## src/design/sld_pkg.sv

```systemverilog
// Package: shared constants and types for the sidechain level detector.
package sld_pkg;

  localparam int unsigned MaxChannelsDef    = 8;
  localparam int unsigned MaxBlockFramesDef = 4096;
  localparam int unsigned SampleWidthDef    = 16;

  localparam int unsigned LevelW = 16;
  localparam int unsigned CoefW  = 16;
  localparam int unsigned EnvW   = 32;
  localparam int unsigned SqW    = 42;

  localparam logic [1:0] RegChannelCount = 2'd0;
  localparam logic [1:0] RegAttackCoef   = 2'd1;
  localparam logic [1:0] RegReleaseCoef  = 2'd2;
  localparam logic [1:0] RegThreshold    = 2'd3;

  typedef enum logic [2:0] {
    StIdle,
    StMix,
    StDiv,
    StUpd,
    StRes,
    StSqrt,
    StOut
  } state_e;

  typedef struct packed {
    logic start;
  } div_ctl_t;

endpackage

```

## src/design/sld_serial_div.sv

```systemverilog
// Restoring divider that retires one quotient bit per cycle.
module sld_serial_div import sld_pkg::*; #(
  parameter int unsigned NumW = 42,
  parameter int unsigned DenW = 16
) (
  input  logic            clk_i,
  input  logic            rst_ni,
  input  div_ctl_t        ctl_i,
  input  logic [NumW-1:0] num_i,
  input  logic [DenW-1:0] den_i,
  output logic            done_o,
  output logic [NumW-1:0] quo_o
);

  localparam int unsigned CntW = $clog2(NumW + 1);

  logic [NumW-1:0] quo_q, quo_d;
  logic [DenW:0]   rem_q, rem_d;
  logic [DenW-1:0] den_q, den_d;
  logic [CntW-1:0] cnt_q, cnt_d;
  logic            run_q, run_d, done_q, done_d;
  logic [DenW:0]   trial;

  always_comb begin
    quo_d  = quo_q;
    rem_d  = rem_q;
    den_d  = den_q;
    cnt_d  = cnt_q;
    run_d  = run_q;
    done_d = 1'b0;
    trial  = {rem_q[DenW-1:0], quo_q[NumW-1]};
    if (ctl_i.start) begin
      quo_d = num_i;
      rem_d = '0;
      den_d = den_i;
      cnt_d = CntW'(NumW);
      run_d = 1'b1;
    end else if (run_q) begin
      if (trial >= {1'b0, den_q}) begin
        rem_d = trial - {1'b0, den_q};
        quo_d = {quo_q[NumW-2:0], 1'b1};
      end else begin
        rem_d = trial;
        quo_d = {quo_q[NumW-2:0], 1'b0};
      end
      cnt_d = cnt_q - 1'b1;
      if (cnt_q == CntW'(1)) begin
        run_d  = 1'b0;
        done_d = 1'b1;
      end
    end
  end

  always_ff @(posedge clk_i or negedge rst_ni) begin
    if (!rst_ni) begin
      run_q  <= 1'b0;
      done_q <= 1'b0;
      cnt_q  <= '0;
    end else begin
      run_q  <= run_d;
      done_q <= done_d;
      cnt_q  <= cnt_d;
    end
  end

  always_ff @(posedge clk_i) begin
    quo_q <= quo_d;
    rem_q <= rem_d;
    den_q <= den_d;
  end

  assign done_o = done_q;
  assign quo_o  = quo_q;

endmodule

```

## src/design/sidechain_level_detector_core.sv

```systemverilog
// Top level: sidechain level detector with serial mix, divide, envelope and root.
// One frame per item. A plain frame sums its channels one at a time, divides the
// magnitude of the sum by the channel count in the bit-serial divider for the
// channel average (42 quotient bits), runs the two envelope-update states and
// returns to the idle state, which takes the next beat. A block-end frame adds
// the mean-square division followed by a bit-pair square root of 21 result
// bits, and a state that loads the result register; that state waits while an
// earlier result beat is still unaccepted.
module sidechain_level_detector_core import sld_pkg::*; #(
  parameter int unsigned MAX_CHANNELS     = MaxChannelsDef,
  parameter int unsigned MAX_BLOCK_FRAMES = MaxBlockFramesDef,
  parameter int unsigned SAMPLE_WIDTH     = SampleWidthDef
) (
  input  logic                           clk_i,
  input  logic                           rst_ni,
  input  logic                           psel,
  input  logic                           penable,
  input  logic                           pwrite,
  input  logic [3:0]                     paddr,
  input  logic [31:0]                    pwdata,
  output logic [31:0]                    prdata,
  output logic                           pready,
  input  logic                           valid_i,
  output logic                           ready_o,
  input  logic signed [SAMPLE_WIDTH-1:0] sample_ch0_i,
  input  logic signed [SAMPLE_WIDTH-1:0] sample_ch1_i,
  input  logic signed [SAMPLE_WIDTH-1:0] sample_ch2_i,
  input  logic signed [SAMPLE_WIDTH-1:0] sample_ch3_i,
  input  logic signed [SAMPLE_WIDTH-1:0] sample_ch4_i,
  input  logic signed [SAMPLE_WIDTH-1:0] sample_ch5_i,
  input  logic signed [SAMPLE_WIDTH-1:0] sample_ch6_i,
  input  logic signed [SAMPLE_WIDTH-1:0] sample_ch7_i,
  input  logic                           block_end_i,
  output logic                           valid_o,
  input  logic                           ready_i,
  output logic [LevelW-1:0]              rms_level_o,
  output logic [LevelW-1:0]              peak_level_o,
  output logic [LevelW-1:0]              envelope_level_o,
  output logic                           is_active_o,
  output logic                           block_overflow_o
);

  localparam int unsigned SumW  = SAMPLE_WIDTH + 3;
  localparam int unsigned MagW  = SAMPLE_WIDTH;
  localparam int unsigned ChW   = (MAX_CHANNELS > 1) ? $clog2(MAX_CHANNELS) : 1;
  localparam int unsigned FcW   = $clog2(MAX_BLOCK_FRAMES + 1);
  localparam int unsigned DivW  = (SumW > SqW) ? SumW : SqW;
  localparam int unsigned DenW  = (FcW > 4) ? FcW : 4;
  localparam int unsigned RtW   = SqW / 2;
  localparam int unsigned RtCW  = $clog2(RtW + 1);
  localparam logic [SqW-1:0] SqMax = '1;
  localparam logic [FcW-1:0] FcMax = FcW'(MAX_BLOCK_FRAMES);

  logic [3:0]        chan_cnt_q;
  logic [CoefW-1:0]  attack_q, release_q, thresh_q;
  logic              wr_en;

  assign pready = 1'b1;
  assign wr_en  = psel && penable && pwrite;

  always_ff @(posedge clk_i or negedge rst_ni) begin
    if (!rst_ni) begin
      chan_cnt_q <= 4'd2;
      attack_q   <= 16'd65387;
      release_q  <= 16'd65524;
      thresh_q   <= 16'd16;
    end else if (wr_en && paddr[1:0] == 2'b00 && paddr[3:2] == RegChannelCount) begin
      chan_cnt_q <= pwdata[3:0];
    end else if (wr_en && paddr[1:0] == 2'b00 && paddr[3:2] == RegAttackCoef) begin
      attack_q <= pwdata[15:0];
    end else if (wr_en && paddr[1:0] == 2'b00 && paddr[3:2] == RegReleaseCoef) begin
      release_q <= pwdata[15:0];
    end else if (wr_en && paddr[1:0] == 2'b00 && paddr[3:2] == RegThreshold) begin
      thresh_q <= pwdata[15:0];
    end
  end

  always_comb begin
    prdata = '0;
    unique case (paddr[3:2])
      RegChannelCount: prdata = {28'd0, chan_cnt_q};
      RegAttackCoef:   prdata = {16'd0, attack_q};
      RegReleaseCoef:  prdata = {16'd0, release_q};
      RegThreshold:    prdata = {16'd0, thresh_q};
      default:         prdata = '0;
    endcase
  end

  // effective channel count
  logic [ChW:0] nch;
  always_comb begin
    priority if (chan_cnt_q == 4'd0) nch = (ChW+1)'(1);
    else if (32'(chan_cnt_q) > MAX_CHANNELS) nch = (ChW+1)'(MAX_CHANNELS);
    else nch = (ChW+1)'(chan_cnt_q);
  end

  state_e state_q, state_d;

  logic signed [SAMPLE_WIDTH-1:0] ch_q [MAX_CHANNELS];
  logic signed [SAMPLE_WIDTH-1:0] ch_d [MAX_CHANNELS];
  logic                           end_q;
  logic [ChW:0]                   idx_q, idx_d;
  logic signed [SumW-1:0]         sum_q, sum_d;
  logic [MagW-1:0]                mag_q, mag_d;
  logic [EnvW-1:0]                env_q, env_d;
  logic [MagW-1:0]                peak_q, peak_d;
  logic [SqW-1:0]                 sq_q, sq_d;
  logic [FcW-1:0]                 fc_q, fc_d;
  logic                           ovf_q, ovf_d;
  logic [EnvW+CoefW:0]            prod_q, prod_d;
  logic [EnvW+CoefW:0]            prod2_q, prod2_d;
  logic [SqW-1:0]                 rx_q, rx_d;
  logic [RtW-1:0]                 rr_q, rr_d;
  logic [RtCW-1:0]                rc_q, rc_d;
  logic [SqW+1:0]                 rrem_q, rrem_d;
  logic                           vo_q, vo_d;
  logic [LevelW-1:0]              rms_q, rms_d, pko_q, pko_d, envo_q, envo_d;
  logic                           act_q, act_d, ovo_q, ovo_d;
  logic                           u_div_done_seen, seen_q, seen_d;

  div_ctl_t        dctl;
  logic [DivW-1:0] dnum, dquo;
  logic [DenW-1:0] dden;
  logic            ddone;

  sld_serial_div #(.NumW(DivW), .DenW(DenW)) u_div (
    .clk_i  (clk_i),
    .rst_ni (rst_ni),
    .ctl_i  (dctl),
    .num_i  (dnum),
    .den_i  (dden),
    .done_o (ddone),
    .quo_o  (dquo)
  );

  logic [SumW-1:0]  abs_sum;
  logic [2*MagW-1:0] msq;
  logic [SqW:0]     sq_add;
  logic [EnvW-1:0]  magq;
  logic [CoefW:0]   coef, coefn;
  logic [EnvW+CoefW+1:0] acc;
  logic [RtW+1:0]   rtrial;
  logic [SqW+1:0]   rcur;
  logic             accept_in;
  logic [MagW:0]    pk_sat;

  assign accept_in = valid_i && ready_o;
  assign abs_sum   = sum_q[SumW-1] ? SumW'(-sum_q) : SumW'(sum_q);

  assign ch_d[0] = sample_ch0_i;
  if (MAX_CHANNELS > 1) begin : g_c1
    assign ch_d[1] = sample_ch1_i;
  end
  if (MAX_CHANNELS > 2) begin : g_c2
    assign ch_d[2] = sample_ch2_i;
  end
  if (MAX_CHANNELS > 3) begin : g_c3
    assign ch_d[3] = sample_ch3_i;
  end
  if (MAX_CHANNELS > 4) begin : g_c4
    assign ch_d[4] = sample_ch4_i;
  end
  if (MAX_CHANNELS > 5) begin : g_c5
    assign ch_d[5] = sample_ch5_i;
  end
  if (MAX_CHANNELS > 6) begin : g_c6
    assign ch_d[6] = sample_ch6_i;
  end
  if (MAX_CHANNELS > 7) begin : g_c7
    assign ch_d[7] = sample_ch7_i;
  end

  // next state
  always_comb begin
    state_d = state_q;
    unique case (state_q)
      StIdle: if (accept_in) state_d = StMix;
      StMix:  if (idx_q == nch - 1'b1) state_d = StDiv;
      StDiv:  if (ddone) state_d = StUpd;
      StUpd:  state_d = StRes;
      StRes:  state_d = end_q ? StSqrt : StIdle;
      StSqrt: if (rc_q == '0) state_d = StOut;
      StOut:  if (!vo_q) state_d = StIdle;
      default: state_d = StIdle;
    endcase
  end

  // datapath
  always_comb begin
    idx_d  = idx_q;
    sum_d  = sum_q;
    mag_d  = mag_q;
    env_d  = env_q;
    peak_d = peak_q;
    sq_d   = sq_q;
    fc_d   = fc_q;
    ovf_d  = ovf_q;
    prod_d = prod_q;
    prod2_d = prod2_q;
    rx_d   = rx_q;
    rr_d   = rr_q;
    rc_d   = rc_q;
    rrem_d = rrem_q;
    vo_d   = vo_q && !ready_i;
    rms_d  = rms_q;
    pko_d  = pko_q;
    envo_d = envo_q;
    act_d  = act_q;
    ovo_d  = ovo_q;
    dctl   = '{start: 1'b0};
    dnum   = DivW'(abs_sum);
    dden   = DenW'(nch);
    msq    = '0;
    sq_add = '0;
    magq   = '0;
    coef   = '0;
    coefn  = '0;
    acc    = '0;
    rtrial = '0;
    rcur   = '0;
    pk_sat = '0;
    unique case (state_q)
      StIdle: begin
        idx_d = '0;
        sum_d = '0;
      end
      StMix: begin
        sum_d = sum_q + SumW'(ch_q[idx_q[ChW-1:0]]);
        idx_d = idx_q + 1'b1;
      end
      StDiv: begin
        if (idx_q != '0) begin
          dctl.start = 1'b1;
          idx_d = '0;
        end
        if (ddone) begin
          mag_d = MagW'(dquo);
        end
      end
      StUpd: begin
        msq    = mag_q * mag_q;
        sq_add = {1'b0, sq_q} + (SqW+1)'(msq);
        sq_d   = sq_add[SqW] ? SqMax : sq_add[SqW-1:0];
        if (mag_q > peak_q) peak_d = mag_q;
        if (fc_q >= FcMax) ovf_d = 1'b1;
        else fc_d = fc_q + 1'b1;
        magq  = EnvW'(mag_q) << 16;
        coef  = (magq > env_q) ? {1'b0, attack_q} : {1'b0, release_q};
        coefn = 17'h10000 - coef;
        prod_d  = (EnvW+CoefW+1)'(coef * env_q);
        prod2_d = (EnvW+CoefW+1)'(coefn * {16'd0, mag_q});
      end
      StRes: begin
        acc = (EnvW+CoefW+2)'(prod_q) + ((EnvW+CoefW+2)'(prod2_q) << 16)
            + (EnvW+CoefW+2)'(32768);
        env_d = (acc[EnvW+CoefW+1:CoefW] > (EnvW+2)'({EnvW{1'b1}})) ? '1
              : acc[EnvW+CoefW-1:CoefW];
        if (end_q) begin
          dctl.start = 1'b1;
          dnum = DivW'(sq_q);
          dden = (fc_q == '0) ? DenW'(1) : DenW'(fc_q);
          rc_d = RtCW'(RtW);
          rr_d = '0;
          rrem_d = '0;
        end
      end
      StSqrt: begin
        dnum = DivW'(sq_q);
        dden = DenW'(fc_q);
        if (ddone) begin
          rx_d = SqW'(dquo);
        end
        if (u_div_done_seen && rc_q != '0) begin
          rcur   = {rrem_q[SqW-1:0], rx_q[SqW-1:SqW-2]};
          rtrial = {rr_q, 2'b01};
          if (rcur >= (SqW+2)'(rtrial)) begin
            rrem_d = rcur - (SqW+2)'(rtrial);
            rr_d   = {rr_q[RtW-2:0], 1'b1};
          end else begin
            rrem_d = rcur;
            rr_d   = {rr_q[RtW-2:0], 1'b0};
          end
          rx_d = {rx_q[SqW-3:0], 2'b00};
          rc_d = rc_q - 1'b1;
        end
      end
      StOut: ;
      default: ;
    endcase
    if (state_q == StOut && !vo_q) begin
      vo_d  = 1'b1;
      rms_d = (rr_q > RtW'(32768)) ? LevelW'(32768) : LevelW'(rr_q);
      pk_sat = {1'b0, peak_q};
      pko_d = (pk_sat > (MagW+1)'(32768)) ? LevelW'(32768) : LevelW'(peak_q);
      envo_d = env_q[EnvW-1:16];
      act_d  = env_q > {thresh_q, 16'd0};
      ovo_d  = ovf_q;
      peak_d = '0;
      sq_d   = '0;
      fc_d   = '0;
      ovf_d  = 1'b0;
    end
  end

  assign u_div_done_seen = seen_q;
  always_comb begin
    seen_d = seen_q;
    if (state_q == StRes) seen_d = 1'b0;
    else if (state_q == StSqrt && ddone) seen_d = 1'b1;
  end

  // outputs of the control block
  always_comb begin
    ready_o = (state_q == StIdle);
  end

  always_ff @(posedge clk_i or negedge rst_ni) begin
    if (!rst_ni) begin
      state_q <= StIdle;
      idx_q   <= '0;
      env_q   <= '0;
      peak_q  <= '0;
      sq_q    <= '0;
      fc_q    <= '0;
      ovf_q   <= 1'b0;
      vo_q    <= 1'b0;
      rc_q    <= '0;
      seen_q  <= 1'b0;
    end else begin
      state_q <= state_d;
      idx_q   <= (state_q == StMix && state_d == StDiv) ? (ChW+1)'(1) : idx_d;
      env_q   <= env_d;
      peak_q  <= peak_d;
      sq_q    <= sq_d;
      fc_q    <= fc_d;
      ovf_q   <= ovf_d;
      vo_q    <= vo_d;
      rc_q    <= rc_d;
      seen_q  <= seen_d;
    end
  end

  always_ff @(posedge clk_i) begin
    if (accept_in) begin
      ch_q  <= ch_d;
      end_q <= block_end_i;
    end
    sum_q   <= sum_d;
    mag_q   <= mag_d;
    prod_q  <= prod_d;
    prod2_q <= prod2_d;
    rx_q    <= rx_d;
    rr_q    <= rr_d;
    rrem_q  <= rrem_d;
    rms_q   <= rms_d;
    pko_q   <= pko_d;
    envo_q  <= envo_d;
    act_q   <= act_d;
    ovo_q   <= ovo_d;
  end

  assign valid_o          = vo_q;
  assign rms_level_o      = rms_q;
  assign peak_level_o     = pko_q;
  assign envelope_level_o = envo_q;
  assign is_active_o      = act_q;
  assign block_overflow_o = ovo_q;

endmodule

```

## config.mk

```make
export PLATFORM = sky130hd
export DESIGN_NAME = sidechain_level_detector_core
export DESIGN_NICKNAME = d
export VERILOG_FILES = /design/src/design/sld_pkg.sv /design/src/design/sld_serial_div.sv /design/src/design/sidechain_level_detector_core.sv
export SDC_FILE = /design/constraint.sdc
export NUM_CORES = 2
export LEC_CHECK = 0
export BUFFER_PORTS_ARGS = -buffer_cell sky130_fd_sc_hd__clkbuf_2
export CAP_MARGIN = 20
export CORE_MARGIN = 2
export CORE_UTILIZATION = 59
export CTS_BUF_LIST = sky130_fd_sc_hd__clkbuf_2 sky130_fd_sc_hd__clkbuf_4 sky130_fd_sc_hd__clkbuf_8
export DETAILED_ROUTE_END_ITERATION = 8
export PLACE_DENSITY = 0.78
export SLEW_MARGIN = 20
export SYNTH_ARGS = -nofsm -noshare
export SYNTH_HDL_FRONTEND = slang
export SYNTH_SLANG_ARGS = --single-unit
```

## constraint.sdc

```tcl
create_clock -name clk_i -period 8.85 [get_ports clk_i]
set_input_delay 0.885 -clock clk_i [delete_from_list [all_inputs] [get_ports clk_i]]
set_output_delay 0.885 -clock clk_i [all_outputs]
set_load 0.1 [all_outputs]
```

# ---- Word level (Yosys, flattened, before mapping)
# Cells that the tools add are included.
dict set report op_classes {
  n_shift 0
  order_cmp 11
  div 0
  eq_ne 16
  n_mux 68
  n_bitwise 4
  multipliers 3
  add_sub_neg 13
  reduce_logical 42
}
# operator n
set ops {}
lappend ops {{$mux 42} 11}
lappend ops {{$pmux 42 s2} 2}
lappend ops {{$pmux 32 s4} 1}
lappend ops {{$mux 16} 6}
lappend ops {{$mux 13} 6}
lappend ops {{$gt 32x32->1} 2}
lappend ops {{$add 49x49->50} 1}
lappend ops {{$add 50x16->50 const B} 1}
lappend ops {{$bmux 16 s3} 1}
lappend ops {{$mul 16x32->48} 1}
lappend ops {{$ge 44x23->1} 1}
lappend ops {{$add 42x32->43} 1}
lappend ops {{$mux 21} 2}
lappend ops {{$pmux 21 s2} 1}
lappend ops {{$sub 42x23->42} 1}
lappend ops {{$pmux 19 s2} 1}
lappend ops {{$gt 34x32->1 const B} 1}
lappend ops {{$mul 17x16->33} 1}
lappend ops {{$mul 16x16->32} 1}
lappend ops {{$mux 32} 1}
lappend ops {{$pmux 13 s2} 1}
lappend ops {{$gt 21x16->1 const B} 1}
lappend ops {{$pmux 3 s7} 1}
lappend ops {{$add 19x16->19} 1}
lappend ops {{other kinds (48)} 110}
dict set report totals {
  memories 0
  out_inout_bits 85
  ram_bits 0
  register_bits 647
  romBits 0
  latchBits 0
  input_bits 172
  word_cells 199
}

# ---- Depth between registers and ports, before layout
dict set report depth {
  word_depth 11
  depth_mapped 41
  mapped_depth_nobuf 37
}

# ---- By module
# A second synthesis with hierarchy kept.
dict set report hier_totals {
  cells_unflattened 6229
  hier_area_um2 63758.6
}
# module area_per_inst_um2 cells_each n_inst
set by_module_without_submodules {}
lappend by_module_without_submodules {sidechain_level_detector_core 60002.5 5934 1}
lappend by_module_without_submodules {sld_serial_div 3756.1 295 1}

# ---- Worst setup path after synthesis
# OpenSTA, ideal clock, no wires.
dict set report synth_timing {
  path_type {reg2reg}
  from {register env_q[29]}
  to {register prod2_q[31], data pin}
  t_required_ns 8.592
  setup_slack_ns -0.623
  path_stages_with_launch 38
  t_arrival_ns 9.216
  synth_period_minus_slack_ns 9.473
  cell_sequence {dfrtp_1 -> clkbuf_1 -> clkbuf_1 -> inv_1 -> ha_1 -> and3_1 -> o21a_1 -> a211oi_1 -> a21oi_2 -> mux2_2 -> clkbuf_1 -> inv_1 -> clkbuf_1 -> ha_1 -> nand2_2 -> xor2_1 -> clkbuf_1 -> nand2_1 -> (+2 left out) -> fa_1 -> fa_1 -> inv_1 -> fa_1 -> inv_1 -> fa_1 -> inv_1 -> ha_1 -> nand3_1 -> a211oi_1 -> o311ai_0 -> a311oi_1 -> o21ai_0 -> a211oi_1 -> nor3_1 -> o41ai_1 -> a21oi_1 -> xnor2_1}
}
dict set report synth_via {
  elab_chain_cells 4
}
# item line
set synth_lines {}
lappend synth_lines {{from (decl)} sidechain_level_detector_core.sv:105} ;# logic [EnvW-1:0] env_q, env_d;
lappend synth_lines {{from (signal assigned)} sidechain_level_detector_core.sv:332} ;# env_q <= env_d;
lappend synth_lines {{$gt 32x32->1} sidechain_level_detector_core.sv:248} ;# coef = (magq > env_q) ? {1'b0, attack_q} : {1'b0, release_q};
lappend synth_lines {{$mux 16} sidechain_level_detector_core.sv:248}
lappend synth_lines {{$sub 17x16->17} sidechain_level_detector_core.sv:249} ;# coefn = 17'h10000 - coef;
lappend synth_lines {{$mul 17x16->33} sidechain_level_detector_core.sv:251} ;# prod2_d = (EnvW+CoefW+1)'(coefn * {16'd0, mag_q});
lappend synth_lines {{to (signal assigned)} sidechain_level_detector_core.sv:351} ;# prod2_q <= prod2_d;
lappend synth_lines {{to (decl)} sidechain_level_detector_core.sv:111} ;# logic [EnvW+CoefW:0] prod2_q, prod2_d;
# Every way passes these cells.
# A chain may end at the register's enable or synchronous reset.

# ---- Worst setup path in the final report
dict set report layout_timing {
  from {register mag_q[9]}
  to {register prod2_q[31], data pin}
}
dict set report layout_via {
  elab_chain_cells 4
}
# item line
set layout_lines {}
lappend layout_lines {{from (decl)} sidechain_level_detector_core.sv:104} ;# logic [MagW-1:0] mag_q, mag_d;
lappend layout_lines {{from (signal assigned)} sidechain_level_detector_core.sv:349} ;# mag_q <= mag_d;
lappend layout_lines {{$gt 32x32->1} sidechain_level_detector_core.sv:248}
lappend layout_lines {{$mux 16} sidechain_level_detector_core.sv:248}
lappend layout_lines {{$sub 17x16->17} sidechain_level_detector_core.sv:249}
lappend layout_lines {{$mul 17x16->33 *} sidechain_level_detector_core.sv:251}
# Every way passes the cells marked *; elsewhere a longest branch is shown, timed or not.

==> results.ini <==
[clock_tree]
cts_buffers = 104
cts.reportedPaths.clkPinSlew_ns = 0.07
cts_tree = yes
cts_hold_buf = 0
cts_root_buffer = sky130_fd_sc_hd__clkbuf_8
clock-sinks = 631
cts_buffer_depth = 3
cts_htree_levels = 3
clock_insertion_delay_worst_skew_ns = 0.78

[route]
drtPass1Iterations = 8
total_wire_length_after_detailed_routing_um = 170000
vias = 46914
detailedRoute.firstIterationViolations = 4133
ant_nets = 0
wire_per_inst_um = 20.9
drc = 0
detail_route.vias_per_cell = 5.79

[yosys]
async_reset_ff_frac = 0.282
syn_avg_cell_area_um2 = 10.2
complex_gate_fraction_of_the_synthesized_area = 0.0784
synth_seq_cells = 631
ys.warnings.count = 0
synth_seq_area_share = 0.283
synthAdderAreaFrac = 0.352
synth-edff-count = 440
yosys.area_share.simple = 0.132
synth_top_family_by_area = adder cells
muxShareOfSynthArea = 0.0420
syn_area_um2 = 63500
synth_flop_cell = sky130_fd_sc_hd__edfxtp_1
synthesis.instances = 6241
synth_xor_area_frac = 0.0305
synth.lib_cells_used.distinct = 91

[critical_path]
critPathMaxStageDelay_ns = 0.60
crit_type = reg2reg
setup.reg_to_reg.worst_slack_ns = -0.16
crit_path_start_kind = flip-flop
crit_path_max_fanout = 6
timing.critical_path.to_type = flip-flop
critical_path_arrival_ns = 9.52
critical_path.top_delay_family = adder cells
timing.critical_path.required_ns = 9.36
timing.critical_path.buf_inv = 6
cpMaxStageDelayCell = sky130_fd_sc_hd__fa_1
worst_path_most_repeated_cell = sky130_fd_sc_hd__fa_1

[timing]
relSlewSlack = 0.273
timing.final.crit_share = 1.02
slew_violations = 0
finalHoldViolCount = 0
period_minus_slack_ns = 9.01
rsz0062_at_grt = true
worstMarginPinSlew_ns = 1.09
fmaxAchievable_mhz = 111
setup_viol = 5
timing.setup.tns_ns = -0.374
setup_slack_ns = -0.160
finalClockSkew_ns = 0.0348

[run]
max_cap_violations = 0

[die]
area_of_the_die_um2 = 110000
die_x_um = 332
die_y_um = 332
core-area_um2 = 107000
initial_util = 0.594
std_cell_rows = 120
design.portCount = 257

[global_routing]
grt_antenna_before_repair = 11
grt_start_max_net_pins = 98
grt_first_pass_wirelength_um = 269000
first_global_vias = 49459
grt_use_total = 0.312
globalRouteOverflowTotal = 0

[finish]
finalCoreUtilization = 0.660
area_growth_syn_to_layout_pct = 11.1
ratio_of_cells_with_drive_above_1_in_the_final_layout = 0.153
finalNetCount = 8070

[status]
outcome = complete, but fails checks
failed_checks = setup timing

[placement]
portBuffers = 223
gp_routability_congestion = 0.987
detailed_place_hpwl_um = 127000
pre_cts_slack_ns = -0.412

[worst_hold_path]
hold_path.class = in2async

layer usage:
| metal | up-vias | track usage | routed length, µm |
|---|---|---|---|
| met5 | - | 0 | 18 |
| met4 | 2 | 0.148 | 8880 |
| met3 | 471 | 0.0670 | 15400 |
| met2 | 2172 | 0.511 | 80800 |
| met1 | 23375 | 0.397 | 64600 |
| li1 | 20894 | - | - |
metrics by stage:
stage          cells  area (µm²)  hold slack [ns]
3_5_place_dp    7875       67500            0.445
4_1_cts         8083       70200            0.196
5_1_grt         8097       70500            0.227
3_3_place_gp    7875       67500            0.444
6_report        8100       70500            0.155
2_1_floorplan   6256       63700            0.426
logic make-up after synthesis:
| logic type | Yosys count |
|---|---|
| AND/OR/NAND/NOR | 1754 |
| buffers and inverters | 1360 |
| adder cells (fa/ha/maj) | 1295 |
| AO/OA/AOI/OAI | 777 |
| flip-flops | 631 |
| XOR/XNOR | 218 |
| multiplexers | 204 |
| other | 2 |
state kept, by name, summed over array words and instances, names as in the netlist, 19 cells and up:
name         count
prod_q          33
sum_q           19
env_q           32
u_div.quo_o     42
rrem_q          42
sq_q            42
rx_q            42
ch_q           128
rr_q            21
prod2_q         33
cells in the mapped netlist (all sizes together) (9+ instances only):
library cell	number	area [µm²]
or2	16	100
nand2b	31	194
edfxtp	440	13200
a21o	89	668
or3	24	150
nor3	67	345
a21boi	10	78.8
nand2	654	2460
o22a	31	272
inv	1086	4080
a22o	31	272
o41ai	13	121
mux2	135	1530
dfxtp	13	260
a31oi	22	144
or4	9	67.6
nor2b	57	357
nor2	383	1440
o21a	32	240
mux2i	33	330
xor2	65	569
buf	45	279
nand3	56	280
o21bai	19	143
and3	28	175
nand4	39	244
dfrtp	150	3750
o31ai	12	90.1
dfstp	28	736
fa	823	16500
o211ai	10	75.1
o21ai	159	796
a21oi	255	1280
o311ai	9	78.8
and2	332	2080
mux4	36	811
xnor2	152	1350
clkbuf	226	850
nor4	29	233
a211oi	31	233
ha	472	5910
layout by cell type (no fill, tap or decap), drive strengths merged, types with 255 or more instances in the layout:
cell / n
nor2: 383
edfxtp: 440
clkbuf: 367
and2: 332
buf: 289
inv: 1092
a21oi: 255
nand2: 654
ha: 472
fa: 823
cell type report:
| cell class | instances | area (µm²) |
|---|---|---|
| repair buffers | 512 | 3380 |
| fillers | 8069 | 36400 |
| flip-flops and latches | 631 | 18000 |
| well taps | 1403 | 1760 |
| clock inverters | 45 | 438 |
| clock buffers | 144 | 1770 |
| diodes | 11 | 27.5 |
| inverters | 1089 | 4090 |
| multi-input cells | 4265 | 41100 |
timing repair:
item	in CTS	in global routing
pin swaps	69	10
endpoints found under the setup margin	18	35
gates resized for setup	70	42
buffers inserted	20	5
path summary, 6_finish.rpt:
path,start,endpoint,cells after the start
min in group clk_i,sample_ch0_i[0],ch_q[112],1
max reg2reg,mag_q[9],prod2_q[31],35
min reg2reg,ovf_q,block_overflow_o,0
min,rst_ni,u_div.cnt_q[1],1
max,mag_q[9],prod2_q[31],35
max in group asynchronous,rst_ni,release_q[1],2
Power is not shown: default switching activity piles up to over one toggle a cycle in this logic, so the estimate is an artifact.
